## src/rtl/pits_pkg.sv

```systemverilog
// Shared types, constants and key compare for the partial insertion sort top-k block.
package pits_pkg;

  localparam int unsigned MAX_KEPT_DEF = 16;
  localparam int unsigned LIMIT_W      = 5;
  localparam logic [LIMIT_W-1:0] LIMIT_RESET = 5'd10;
  localparam int unsigned PADDR_W      = 3;
  localparam int unsigned PDATA_W      = 32;

  typedef enum logic [1:0] {
    OP_INSERT = 2'd0,
    OP_EMIT   = 2'd1,
    OP_CLEAR  = 2'd2
  } op_e;

  typedef enum logic [2:0] {
    ST_IDLE,
    ST_INS_RD,
    ST_INS_CMP,
    ST_INS_WR,
    ST_EM_LD,
    ST_EM_WAIT
  } state_e;

  typedef struct packed {
    logic [11:0] record_id;
    logic [7:0]  height;
    logic [7:0]  weight;
    logic [11:0] birth_year;
    logic [63:0] name_key;
  } rec_t;

  function automatic logic key_less(input rec_t a, input rec_t b);
    key_less = (a.birth_year < b.birth_year) ||
               ((a.birth_year == b.birth_year) && (a.name_key < b.name_key));
  endfunction

endpackage

```

## src/rtl/pits_if.sv

```systemverilog
// Valid/ready channel interfaces for input items and result words.
interface pits_in_if;
  logic        valid;
  logic        ready;
  logic [1:0]  opcode;
  logic [11:0] record_id;
  logic [7:0]  height;
  logic [7:0]  weight;
  logic [11:0] birth_year;
  logic [63:0] name_key;

  modport source (output valid, opcode, record_id, height, weight, birth_year, name_key,
                  input ready);
  modport sink   (input valid, opcode, record_id, height, weight, birth_year, name_key,
                  output ready);
endinterface

interface pits_out_if;
  logic        valid;
  logic        ready;
  logic [11:0] out_record_id;
  logic [7:0]  out_height;
  logic [7:0]  out_weight;
  logic [11:0] out_birth_year;
  logic [63:0] out_name_key;
  logic        entry_valid;
  logic        last_of_run;

  modport source (output valid, out_record_id, out_height, out_weight, out_birth_year,
                  out_name_key, entry_valid, last_of_run, input ready);
  modport sink   (input valid, out_record_id, out_height, out_weight, out_birth_year,
                  out_name_key, entry_valid, last_of_run, output ready);
endinterface

```

## src/rtl/pits_ram.sv

```systemverilog
// Generic simple dual-port RAM with one write port and a registered read port.
module pits_ram #(
  parameter int unsigned WIDTH = 8,
  parameter int unsigned DEPTH = 16,
  parameter int unsigned AW    = (DEPTH > 1) ? $clog2(DEPTH) : 1
) (
  input  logic             clk_i,
  input  logic             we_i,
  input  logic [AW-1:0]    waddr_i,
  input  logic [WIDTH-1:0] wdata_i,
  input  logic [AW-1:0]    raddr_i,
  output logic [WIDTH-1:0] rdata_o
);

  logic [WIDTH-1:0] mem_q [DEPTH];
  logic [WIDTH-1:0] rdata_q;

  always_ff @(posedge clk_i) begin
    if (we_i) begin
      mem_q[waddr_i] <= wdata_i;
    end
    rdata_q <= mem_q[raddr_i];
  end

  assign rdata_o = rdata_q;

endmodule

```

## src/rtl/pits_regs.sv

```systemverilog
// APB-style configuration register holding the kept count limit.
module pits_regs
  import pits_pkg::*;
(
  input  logic               clk_i,
  input  logic               rst_ni,
  input  logic               psel,
  input  logic               penable,
  input  logic               pwrite,
  input  logic [PADDR_W-1:0] paddr,
  input  logic [PDATA_W-1:0] pwdata,
  output logic [PDATA_W-1:0] prdata,
  output logic               pready,
  output logic [LIMIT_W-1:0] limit_o
);

  logic [LIMIT_W-1:0] limit_q, limit_d;
  logic               sel_limit;

  assign sel_limit = (paddr[PADDR_W-1] == 1'b0);
  assign pready    = 1'b1;

  always_comb begin
    limit_d = limit_q;
    if (psel && penable && pwrite && sel_limit) begin
      limit_d = pwdata[LIMIT_W-1:0];
    end
  end

  always_ff @(posedge clk_i or negedge rst_ni) begin
    if (!rst_ni) begin
      limit_q <= LIMIT_RESET;
    end else begin
      limit_q <= limit_d;
    end
  end

  assign prdata  = sel_limit ? PDATA_W'(limit_q) : '0;
  assign limit_o = limit_q;

endmodule

```

## src/rtl/pits_seq.sv

```systemverilog
// Sequencer: insertion walk with one shared key compare, emit and clear.
module pits_seq
  import pits_pkg::*;
#(
  parameter int unsigned MAX_KEPT = MAX_KEPT_DEF,
  parameter int unsigned AW       = (MAX_KEPT > 1) ? $clog2(MAX_KEPT) : 1,
  parameter int unsigned CW       = $clog2(MAX_KEPT + 1)
) (
  input  logic               clk_i,
  input  logic               rst_ni,
  input  logic [LIMIT_W-1:0] limit_i,
  pits_in_if.sink            in_ch_i,
  pits_out_if.source         out_ch_o,
  output logic               ram_we_o,
  output logic [AW-1:0]      ram_waddr_o,
  output rec_t               ram_wdata_o,
  output logic [AW-1:0]      ram_raddr_o,
  input  rec_t               ram_rdata_i
);

  state_e        state_q, state_d;
  logic [CW-1:0] fill_q, fill_d;
  logic [CW-1:0] idx_q, idx_d;
  logic [CW-1:0] size_q, size_d;
  logic [AW-1:0] ecnt_q, ecnt_d;
  logic          first_q, first_d;
  logic          ovalid_q, ovalid_d;
  logic          last_q, last_d;
  logic          evalid_q, evalid_d;
  rec_t          new_q, new_d;
  rec_t          orec_q, orec_d;

  logic [CW-1:0] eff_k;
  logic [CW-1:0] count;
  logic          lt;
  rec_t          in_rec;

  always_comb begin
    if (limit_i == '0) begin
      eff_k = CW'(1);
    end else if (int'(limit_i) > int'(MAX_KEPT)) begin
      eff_k = CW'(MAX_KEPT);
    end else begin
      eff_k = CW'(limit_i);
    end
  end

  assign count = (fill_q < eff_k) ? fill_q : eff_k;

  assign in_rec.record_id  = in_ch_i.record_id;
  assign in_rec.height     = in_ch_i.height;
  assign in_rec.weight     = in_ch_i.weight;
  assign in_rec.birth_year = in_ch_i.birth_year;
  assign in_rec.name_key   = in_ch_i.name_key;

  assign lt = key_less(new_q, ram_rdata_i);

  assign in_ch_i.ready = (state_q == ST_IDLE);

  always_comb begin
    state_d     = state_q;
    fill_d      = fill_q;
    idx_d       = idx_q;
    size_d      = size_q;
    ecnt_d      = ecnt_q;
    first_d     = first_q;
    ovalid_d    = ovalid_q;
    last_d      = last_q;
    evalid_d    = evalid_q;
    new_d       = new_q;
    orec_d      = orec_q;
    ram_we_o    = 1'b0;
    ram_waddr_o = idx_q[AW-1:0];
    ram_wdata_o = new_q;
    ram_raddr_o = '0;

    case (state_q)
      ST_IDLE: begin
        if (in_ch_i.valid) begin
          case (op_e'(in_ch_i.opcode))
            OP_INSERT: begin
              new_d   = in_rec;
              idx_d   = count;
              first_d = (count == eff_k);
              fill_d  = (count < eff_k) ? count + CW'(1) : count;
              state_d = (count == '0) ? ST_INS_WR : ST_INS_RD;
            end
            OP_EMIT: begin
              size_d = count;
              ecnt_d = '0;
              if (count == '0) begin
                orec_d   = '0;
                evalid_d = 1'b0;
                last_d   = 1'b1;
                ovalid_d = 1'b1;
                state_d  = ST_EM_WAIT;
              end else begin
                ram_raddr_o = '0;
                state_d     = ST_EM_LD;
              end
            end
            OP_CLEAR: begin
              fill_d = '0;
            end
            default: begin
            end
          endcase
        end
      end
      ST_INS_RD: begin
        ram_raddr_o = AW'(idx_q - CW'(1));
        state_d     = ST_INS_CMP;
      end
      ST_INS_CMP: begin
        if (lt) begin
          if (!first_q) begin
            ram_we_o    = 1'b1;
            ram_wdata_o = ram_rdata_i;
          end
          first_d = 1'b0;
          idx_d   = idx_q - CW'(1);
          if (idx_q == CW'(1)) begin
            state_d = ST_INS_WR;
          end else begin
            ram_raddr_o = AW'(idx_q - CW'(2));
          end
        end else begin
          ram_we_o = !first_q;
          state_d  = ST_IDLE;
        end
      end
      ST_INS_WR: begin
        ram_we_o = 1'b1;
        state_d  = ST_IDLE;
      end
      ST_EM_LD: begin
        orec_d   = ram_rdata_i;
        evalid_d = 1'b1;
        last_d   = ((CW'(ecnt_q) + CW'(1)) == size_q);
        ovalid_d = 1'b1;
        state_d  = ST_EM_WAIT;
      end
      ST_EM_WAIT: begin
        if (out_ch_o.ready) begin
          ovalid_d = 1'b0;
          if (last_q) begin
            state_d = ST_IDLE;
          end else begin
            ecnt_d      = ecnt_q + AW'(1);
            ram_raddr_o = ecnt_q + AW'(1);
            state_d     = ST_EM_LD;
          end
        end
      end
      default: begin
        state_d = ST_IDLE;
      end
    endcase
  end

  always_ff @(posedge clk_i or negedge rst_ni) begin
    if (!rst_ni) begin
      state_q  <= ST_IDLE;
      fill_q   <= '0;
      idx_q    <= '0;
      size_q   <= '0;
      ecnt_q   <= '0;
      first_q  <= 1'b0;
      ovalid_q <= 1'b0;
      last_q   <= 1'b0;
    end else begin
      state_q  <= state_d;
      fill_q   <= fill_d;
      idx_q    <= idx_d;
      size_q   <= size_d;
      ecnt_q   <= ecnt_d;
      first_q  <= first_d;
      ovalid_q <= ovalid_d;
      last_q   <= last_d;
    end
  end

  always_ff @(posedge clk_i) begin
    new_q    <= new_d;
    orec_q   <= orec_d;
    evalid_q <= evalid_d;
  end

  assign out_ch_o.valid          = ovalid_q;
  assign out_ch_o.out_record_id  = orec_q.record_id;
  assign out_ch_o.out_height     = orec_q.height;
  assign out_ch_o.out_weight     = orec_q.weight;
  assign out_ch_o.out_birth_year = orec_q.birth_year;
  assign out_ch_o.out_name_key   = orec_q.name_key;
  assign out_ch_o.entry_valid    = evalid_q;
  assign out_ch_o.last_of_run    = last_q;

endmodule

```

## src/rtl/partial_insertion_sort_top_k.sv

```systemverilog
// Insert: an empty store takes the record at once; else a walk from the tail makes
// one key compare per read of the store, plus a front write when it gets there.
// Emit: each word is loaded, then held until the sink takes it. Clear and unused
// opcodes are done in the idle state. One item is in work at a time.
// Reset: store empty, limit 10; record store contents undefined until written.
module partial_insertion_sort_top_k
  import pits_pkg::*;
#(
  parameter int unsigned MAX_KEPT = MAX_KEPT_DEF
) (
  input  logic               clk_i,
  input  logic               rst_ni,
  pits_in_if.sink            in_ch_i,
  pits_out_if.source         out_ch_o,
  input  logic               psel,
  input  logic               penable,
  input  logic               pwrite,
  input  logic [PADDR_W-1:0] paddr,
  input  logic [PDATA_W-1:0] pwdata,
  output logic [PDATA_W-1:0] prdata,
  output logic               pready
);

  localparam int unsigned AW = (MAX_KEPT > 1) ? $clog2(MAX_KEPT) : 1;

  logic [LIMIT_W-1:0] limit;
  logic               ram_we;
  logic [AW-1:0]      ram_waddr;
  logic [AW-1:0]      ram_raddr;
  rec_t               ram_wdata;
  rec_t               ram_rdata;

  pits_regs u_regs (
    .clk_i   (clk_i),
    .rst_ni  (rst_ni),
    .psel    (psel),
    .penable (penable),
    .pwrite  (pwrite),
    .paddr   (paddr),
    .pwdata  (pwdata),
    .prdata  (prdata),
    .pready  (pready),
    .limit_o (limit)
  );

  pits_ram #(
    .WIDTH ($bits(rec_t)),
    .DEPTH (MAX_KEPT),
    .AW    (AW)
  ) u_store (
    .clk_i   (clk_i),
    .we_i    (ram_we),
    .waddr_i (ram_waddr),
    .wdata_i (ram_wdata),
    .raddr_i (ram_raddr),
    .rdata_o (ram_rdata)
  );

  pits_seq #(
    .MAX_KEPT (MAX_KEPT),
    .AW       (AW)
  ) u_seq (
    .clk_i       (clk_i),
    .rst_ni      (rst_ni),
    .limit_i     (limit),
    .in_ch_i     (in_ch_i),
    .out_ch_o    (out_ch_o),
    .ram_we_o    (ram_we),
    .ram_waddr_o (ram_waddr),
    .ram_wdata_o (ram_wdata),
    .ram_raddr_o (ram_raddr),
    .ram_rdata_i (ram_rdata)
  );

endmodule

```

## src/flat_wrapper.sv

```systemverilog
// flat-port wrapper written by rule: the top's interface ports become plain ports
module partial_insertion_sort_top_k_flat import pits_pkg::*;
#(
  parameter int unsigned MAX_KEPT = MAX_KEPT_DEF
)
  (clk_i, rst_ni, psel, penable, pwrite, paddr, pwdata, prdata, pready, in_ch_i_valid, in_ch_i_opcode, in_ch_i_record_id, in_ch_i_height, in_ch_i_weight, in_ch_i_birth_year, in_ch_i_name_key, in_ch_i_ready, out_ch_o_valid, out_ch_o_out_record_id, out_ch_o_out_height, out_ch_o_out_weight, out_ch_o_out_birth_year, out_ch_o_out_name_key, out_ch_o_entry_valid, out_ch_o_last_of_run, out_ch_o_ready);
  pits_in_if in_ch_i_i ();
  pits_out_if out_ch_o_i ();
  input  logic clk_i;
  input  logic rst_ni;
  input  logic psel;
  input  logic penable;
  input  logic pwrite;
  input  logic [PADDR_W-1:0] paddr;
  input  logic [PDATA_W-1:0] pwdata;
  output logic [PDATA_W-1:0] prdata;
  output logic pready;
  input wire logic [$bits(in_ch_i_i.valid)-1:0] in_ch_i_valid;
  input wire logic [$bits(in_ch_i_i.opcode)-1:0] in_ch_i_opcode;
  input wire logic [$bits(in_ch_i_i.record_id)-1:0] in_ch_i_record_id;
  input wire logic [$bits(in_ch_i_i.height)-1:0] in_ch_i_height;
  input wire logic [$bits(in_ch_i_i.weight)-1:0] in_ch_i_weight;
  input wire logic [$bits(in_ch_i_i.birth_year)-1:0] in_ch_i_birth_year;
  input wire logic [$bits(in_ch_i_i.name_key)-1:0] in_ch_i_name_key;
  output wire logic [$bits(in_ch_i_i.ready)-1:0] in_ch_i_ready;
  output wire logic [$bits(out_ch_o_i.valid)-1:0] out_ch_o_valid;
  output wire logic [$bits(out_ch_o_i.out_record_id)-1:0] out_ch_o_out_record_id;
  output wire logic [$bits(out_ch_o_i.out_height)-1:0] out_ch_o_out_height;
  output wire logic [$bits(out_ch_o_i.out_weight)-1:0] out_ch_o_out_weight;
  output wire logic [$bits(out_ch_o_i.out_birth_year)-1:0] out_ch_o_out_birth_year;
  output wire logic [$bits(out_ch_o_i.out_name_key)-1:0] out_ch_o_out_name_key;
  output wire logic [$bits(out_ch_o_i.entry_valid)-1:0] out_ch_o_entry_valid;
  output wire logic [$bits(out_ch_o_i.last_of_run)-1:0] out_ch_o_last_of_run;
  input wire logic [$bits(out_ch_o_i.ready)-1:0] out_ch_o_ready;
  assign in_ch_i_i.valid = in_ch_i_valid;
  assign in_ch_i_i.opcode = in_ch_i_opcode;
  assign in_ch_i_i.record_id = in_ch_i_record_id;
  assign in_ch_i_i.height = in_ch_i_height;
  assign in_ch_i_i.weight = in_ch_i_weight;
  assign in_ch_i_i.birth_year = in_ch_i_birth_year;
  assign in_ch_i_i.name_key = in_ch_i_name_key;
  assign in_ch_i_ready = in_ch_i_i.ready;
  assign out_ch_o_valid = out_ch_o_i.valid;
  assign out_ch_o_out_record_id = out_ch_o_i.out_record_id;
  assign out_ch_o_out_height = out_ch_o_i.out_height;
  assign out_ch_o_out_weight = out_ch_o_i.out_weight;
  assign out_ch_o_out_birth_year = out_ch_o_i.out_birth_year;
  assign out_ch_o_out_name_key = out_ch_o_i.out_name_key;
  assign out_ch_o_entry_valid = out_ch_o_i.entry_valid;
  assign out_ch_o_last_of_run = out_ch_o_i.last_of_run;
  assign out_ch_o_i.ready = out_ch_o_ready;
  partial_insertion_sort_top_k #(.MAX_KEPT(MAX_KEPT)) u_core (.clk_i(clk_i), .rst_ni(rst_ni), .in_ch_i(in_ch_i_i), .out_ch_o(out_ch_o_i), .psel(psel), .penable(penable), .pwrite(pwrite), .paddr(paddr), .pwdata(pwdata), .prdata(prdata), .pready(pready));
endmodule
```

## config.mk

```make
export PLATFORM = sky130hd
export DESIGN_NAME = partial_insertion_sort_top_k_flat
export DESIGN_NICKNAME = d
export VERILOG_FILES = /design/src/rtl/pits_pkg.sv /design/src/rtl/pits_if.sv /design/src/rtl/pits_ram.sv /design/src/rtl/pits_regs.sv /design/src/rtl/pits_seq.sv /design/src/rtl/partial_insertion_sort_top_k.sv /design/src/flat_wrapper.sv
export SDC_FILE = /design/constraint.sdc
export NUM_CORES = 2
export LEC_CHECK = 0
export BUFFER_PORTS_ARGS = -buffer_cell sky130_fd_sc_hd__buf_2
export CAP_MARGIN = 20
export CELL_PAD_IN_SITES_DETAIL_PLACEMENT = 1
export CELL_PAD_IN_SITES_GLOBAL_PLACEMENT = 1
export CORE_UTILIZATION = 47
export DETAILED_ROUTE_END_ITERATION = 8
export PLACE_DENSITY = 0.77
export SYNTH_ARGS = -nofsm -noshare
export SYNTH_HDL_FRONTEND = slang
export SYNTH_SLANG_ARGS = --single-unit
```

## constraint.sdc

```tcl
create_clock -name clk_i -period 9.35 [get_ports clk_i]
set_input_delay 1.87 -clock clk_i [delete_from_list [all_inputs] [get_ports clk_i]]
set_output_delay 1.87 -clock clk_i [all_outputs]
set_load 0.02 [all_outputs]
```

== Word-level counts from Yosys, hierarchy flattened ==
Memory sizes are Yosys's and may differ from the RTL's. A register that Yosys moved wholly into a read port is not among the register bits.
Cells that the tools add are included.
W data, S select, Z words.
Storage, ports and cells
  bits in registers: 239
  bits in writable memories: 1664
  input port bits: 148
  output and inout bits: 141
  memories kept: 1
Cells by class
  add/subtract/negate cells: 5
  $lt $le $gt $ge: 5
  equal/unequal tests: 20
  mux-type cells: 55
  bitwise gates (word level): 1
  reduce and logical (&&, ||, !) cells: 23
Memory list
  u_core.u_store.mem_q: depth 16, bits a word 104, rd ports 1, clocked after memory_dff 1, wr ports 1, RTL line pits_ram.sv:15  | logic [WIDTH-1:0] mem_q [DEPTH];
Operators with widths (count)
  $mux W104: 6
  $pmux W104 S2: 1
  $lt A64 B64 Y1: 1
  $mux W5: 8
  $mux W4: 8
  $pmux W5 S2: 2
  $mux W1: 15
  $mux W3: 5
  $pmux W3 S5: 1
  $eq A12 B12 Y1: 1
  $lt A12 B12 Y1: 1
  $pmux W4 S3: 1
  $reduce_and A4 Y1: 3
  $eq A5 B5 Y1: 2
  $logic_not A5 Y1: 2
  $lt A5 B5 Y1: 2
  $reduce_and A5 Y1: 2
  $reduce_and A3 Y1: 3
  $ne A2 B2 Y1 const B: 4
  $pmux W1 S2: 4
  $pmux W4 S2: 1
  $reduce_bool A2 Y1: 4
  $eq A3 B2 Y1 const B: 2
  $eq A3 B3 Y1 const B: 2
  other kinds (23): 28

== Logic depth before layout (Yosys ltp) ==
  depth in word-level cells: 10
  gate-level depth with buffers: 18
  depth with buffers taken out: 18

== Cells and area by module ==
A second synthesis with hierarchy kept.
Unflattened totals
  cells, all modules: 3658
  area, all modules: 77126.5 um2
By module, submodules not included
  pits_ram: times used 1, cells an instance 2662, area each 64257.9 um2, seq. area each 52049.9 um2
  pits_seq: times used 1, cells an instance 950, area each 12399.4 um2, seq. area each 6901.6 um2
  pits_regs: times used 1, cells an instance 46, area each 469.2 um2, seq. area each 127.6 um2

== Worst setup path after synthesis ==
Ideal clock, no wire load.
  path type: register to register
  start point: register u_core.u_regs.limit_q[1], in the netlist u_core.u_regs.limit_o[1]
  end point: register u_core.u_seq.evalid_q, in the netlist u_core.u_seq.out_ch_o.entry_valid, enable pin
  library setup time: 0.702 ns
  data arrival time: 9.621 ns
  required time: 8.648 ns
  setup slack: -0.973 ns
  stages on the path, launching flop included: 13
  buffers on the path: 0
  period minus slack after synthesis: 10.323 ns
  cells stage by stage: dfstp_2 nor2b_1 inv_1 ha_1 a21o_1 a21oi_1 o21ai_1 mux2_2 inv_1 ha_1 o21a_1 a31oi_1 nor3_1
Between the ends
  cells in the longest elaborated chain, start to end: 8
  elaborated cells on any way between the ends: 9
Ends and longest elaborated chain
  from (decl): RTL line pits_regs.sv:17  | logic [LIMIT_W-1:0] limit_q, limit_d;
  from (signal assigned): RTL line pits_regs.sv:34  | limit_q <= limit_d;
  $gt A5 B5 Y1: RTL line pits_seq.sv:41  | end else if (int'(limit_i) > int'(MAX_KEPT)) begin
  $mux W5: RTL line pits_seq.sv:41
  $mux W5 *: RTL line pits_seq.sv:39  | if (limit_i == '0) begin
  $lt A5 B5 Y1: RTL line pits_seq.sv:48  | assign count = (fill_q < eff_k) ? fill_q : eff_k;
  $mux W5 *: RTL line pits_seq.sv:48
  via u_core.u_seq.count[1]: RTL line pits_seq.sv:34  | logic [CW-1:0] count;
  $logic_not A5 Y1 *: RTL line pits_seq.sv:91  | if (count == '0) begin
  $ne A2 B1 Y1 (no line) *
  $reduce_and A4 Y1 (no line) *
  to (signal assigned): RTL line pits_seq.sv:186  | evalid_q <= evalid_d;
  to (decl): RTL line pits_seq.sv:29  | logic evalid_q, evalid_d;
Mark *: on every way through the listed nets, which the timed path passes. The rest lies on a longest branch.
A chain may end at the register's enable or synchronous reset.

== Final worst setup path ==
  start point: register u_core.u_seq.new_q[46] in the netlist's numbering
  end point: register u_core.u_store.rdata_q[81], in the netlist u_core.u_store.rdata_o[81], read port of u_core.u_store.mem_q
Between the ends
  cells in the longest elaborated chain, start to end: 5
Ends and longest elaborated chain
  from (decl): RTL line pits_seq.sv:30  | rec_t new_q, new_d;
  from (signal assigned): RTL line pits_seq.sv:184  | new_q <= new_d;
  $lt A64 B64 Y1: RTL line pits_pkg.sv:35  | ((a.birth_year == b.birth_year) && (a.name_key < b.name_key));
  $logic_and A1 B1 Y1: RTL line pits_pkg.sv:35
  $logic_or A1 B1 Y1: RTL line pits_pkg.sv:34  | key_less = (a.birth_year < b.birth_year) ||
  $mux W4: RTL line pits_seq.sv:115  | if (lt) begin
  $pmux W4 S3: RTL line pits_seq.sv:77  | case (state_q)
  to (decl): RTL line pits_ram.sv:16  | logic [WIDTH-1:0] rdata_q;
Every way passes these cells.

==> summary.txt <==
Power
  – Leakage Power: 32.8 nW
  – Power density over the cells: 325 nW/um^2
  – Power, Total: 0.0315 W
  – Worst vdd ir: 0.370 mV

Clocking
  – Worst-Skew Late Latency: 0.86 ns
  – # clock sinks: 2007
  – Clock buffer depth: 3
  – # hold bufs at CTS: 0
  – Setup Buffers After CTS: 0
  – CTS clk-pin slew, worst paths: 0.06 ns
  – CTS tree: yes
  – H-tree depth: 4
  – Inserted Clock Buffers: 203
  – CTS root buf: clkbuf_16
  – Post-cts gate resize count: 0

STA
  – Slew Viols, Final: 0
  – Slew Limit Headroom: 16.9%
  – Final period util: 65.3%
  – Setup Viol. Count Final: 0
  – Max frequency: 164 MHz
  – Hold Vio Cnt, Final: 0
  – Worst slew pin tran: 1.25 ns
  – Fin Setup TNS: 0 ns
  – Worst setup margin: 3.25 ns
  – RSZ-0062 raised after global routing: false
  – Worst Clk Skew: 0.0354 ns
  – Min Tclk post-route: 6.10 ns

Critical path
  – Crit Path Category: reg -> reg
  – Crit Path Max Fanout: 157
  – Worst EP required: 10.06 ns
  – Worst endpoint data arrival time: 6.82 ns
  – Reg2reg end: u_core.u_store.rdata_o[81]
  – FF-to-FF Start: u_core.u_seq.new_q[46]
  – Critical path startpoint category: register
  – Reg-to-reg slack, setup: 3.25 ns
  – Reg2reg path depth: 15
  – Setup crit end kind: register

Global route
  – Tot GR Track Use: 29.9%
  – First-pass GRT wire length: 416 mm
  – Antenna violations before repair: 7
  – Largest net degree at the start of global routing: 205
  – Grt ovf: 0
  – Vias in the first global route: 64685

Routing
  – Antenna Nets Post-Route: 0
  – DRC: 0
  – DRT Pass-1 Iters: 5
  – Wire length per cell: 30.6 microns
  – Via count: 61668
  – Vias/cell: 6.62
  – Routed WL: 285 mm
  – DRT iter0 DRCs: 6850

Final layout
  – Layout Nets: 6923
  – Final Non-Filler Cells: 9321
  – Area grow syn2layout: 11.4%
  – Layout cells sized above 1: 12.5%
  – Most frequent cells in the layout: edfxtp_1, nand2_1, nand3_1, and3_1, o21ai_0
  – Most common cell after layout, fill and taps aside: edfxtp_1

Yosys
  – Synth top area share: 64.5%
  – Syn Std Cell Area: 87200 sq um
  – Multiplexer share of the synthesized area: 5.49%
  – Post-Synth XOR/XNOR Area: 0.131%
  – Yosys top cell by area: edfxtp_1
  – Synth Register Bits: 2007
  – Post-synth EDFFs: 1873
  – Compound-Gate Fraction of Synth Area: 10.3%
  – Post-Synthesis Cells: 6698
  – Syn Area/Cell: 13.0 sq um
  – Register area share after synthesis: 67.7%
  – Ys Warns: 0
  – Simple-Gate Fraction of Synth Area: 11.8%
  – Async SR Flop Fraction: 1.49%
  – Yosys cell types: 62
  – Most used DFF post-synth: edfxtp_1
  – Adder-Cell Fraction of Synth Area: 1.33%
  – Largest family of logic cells by synthesized area: simple AND/OR/NAND/NOR gates
  – Top cells by area, synth: edfxtp_1, nand3_1, mux2i_1

Worst hold path
  – Hold_sp: u_core.u_seq.out_ch_o.valid
  – Hold Crit Depth: 1
  – Min-Delay Path Class: reg -> reg
  – Hold worst-path end: u_core.u_seq.out_ch_o.valid

Die
  – Die W: 433 microns
  – I/O pin cnt: 289
  – Die Area: 187000 sq um
  – Core area: 184000 sq um
  – Starting Density: 47.5%
  – Die Ht: 433 microns
  – Site row count: 157

Placed design
  – Pre-CTS worst setup slack: 3.17 ns
  – Port bufs: 231
  – Dpl cells: 8940
  – Post-detail-place hpwl: 143 mm
  – Routability cong.: 0.799

Run
  – Max cap viols: 0

Outcome
  – Run status: finished, final reports clean
[power breakdown]
group	internal [W]	switching, W
Clock	0.00466	0.00345
Combinational	0.00351	0.00822
Sequential	0.0112	0.000552
Total	0.0193	0.0122
[flip-flops by register name (all words and copies together) (netlist names), 8 cells and up]
register,flops
u_core.u_seq.new_q,104
u_core.u_seq.out_ch_o.out_birth_year,12
u_core.u_seq.out_ch_o.out_height,8
u_core.u_seq.out_ch_o.out_name_key,64
u_core.u_seq.out_ch_o.out_record_id,12
u_core.u_seq.out_ch_o.out_weight,8
u_core.u_store.mem_q,1664
u_core.u_store.rdata_o,104
[how the worst max path moves through the flow]
stage          cells past startpoint                    endpoint                    from
6_report                          15  u_core.u_store.rdata_o[81]  u_core.u_seq.new_q[46]
5_1_grt                           15   u_core.u_store.rdata_o[1]  u_core.u_seq.new_q[46]
4_1_cts                           15   u_core.u_store.rdata_o[1]  u_core.u_seq.new_q[46]
3_5_place_dp                      15   u_core.u_store.rdata_o[1]  u_core.u_seq.new_q[46]
3_3_place_gp                      12  u_core.u_store.rdata_o[69]  u_core.u_seq.new_q[46]
2_1_floorplan                      5       u_core.u_seq.idx_q[0]           in_ch_i_valid
[final cells by class]
cell class,instances,area (sq um)
fillers,18012,86500
clock inverters,92,850
inverters,92,345
well taps,2464,3080
diodes,3,7.51
repair buffers,337,2340
flip-flops and latches,2007,59100
clock buffers,285,5720
multi-input cells,4041,25700
[layer usage]
metal	up-vias	wire, microns	global-route usage, %
li1	25826	-	-
met1	31945	110000	37.8
met2	3114	138000	49.6
met3	779	23000	4.95
met4	4	14200	15.0
met5	-	23	0
[cell families (layout without fill, tap and decap cells)]
kind of cell	count (synthesis)	in the layout
AOI/OAI and AO/OA	1424	1424
xor gates and xnor gates	13	13
adders and majority gates	93	93
buffers and inverters	676	806
DFF	2007	2007
muxes	454	454
other	2	31
and+or+nand+nor	2029	2029
[Yosys cell counts (all sizes together) (10+ instances only)]
cell,n
edfxtp,1873
nand2,676
nand3,585
clkbuf,429
and3,392
o21ai,345
a21oi,298
mux2i,263
o211ai,236
mux2,191
nand4,172
a211oi,159
buf,155
a31oi,134
o22ai,110
dfxtp,104
ha,93
inv,92
nand3b,83
a2bb2oi,79
nor2,49
dfrtp,28
or4,27
a311oi,26
a21o,10
nor2b,10
[critical path, cell delays in order (launching register included)]
cell,delay [ns]
edfxtp_1,0.49
ha_1,0.38
nand4_1,0.25
nor4_1,0.51
buf_2,0.28
nand3b_1,0.09
o22ai_1,0.90
a2111oi_4,0.04
buf_4,0.41
nor2_4,0.22
buf_12,0.61
buf_4,0.64
o21ai_0,0.21
mux2i_1,0.20
a31oi_1,0.13
or4_1,0.48
[stage by stage]
step	hold slack, ns	instance area, sq um	utilization, %
after CTS	0.485	97100	52.9
final	0.486	97100	52.9
after floorplan	0.467	87300	-
after global routing	0.494	97100	52.9
after global placement	0.462	90500	49.3
after detailed placement	0.472	90500	49.3
Note: power is estimated with default switching activity, not from simulation.
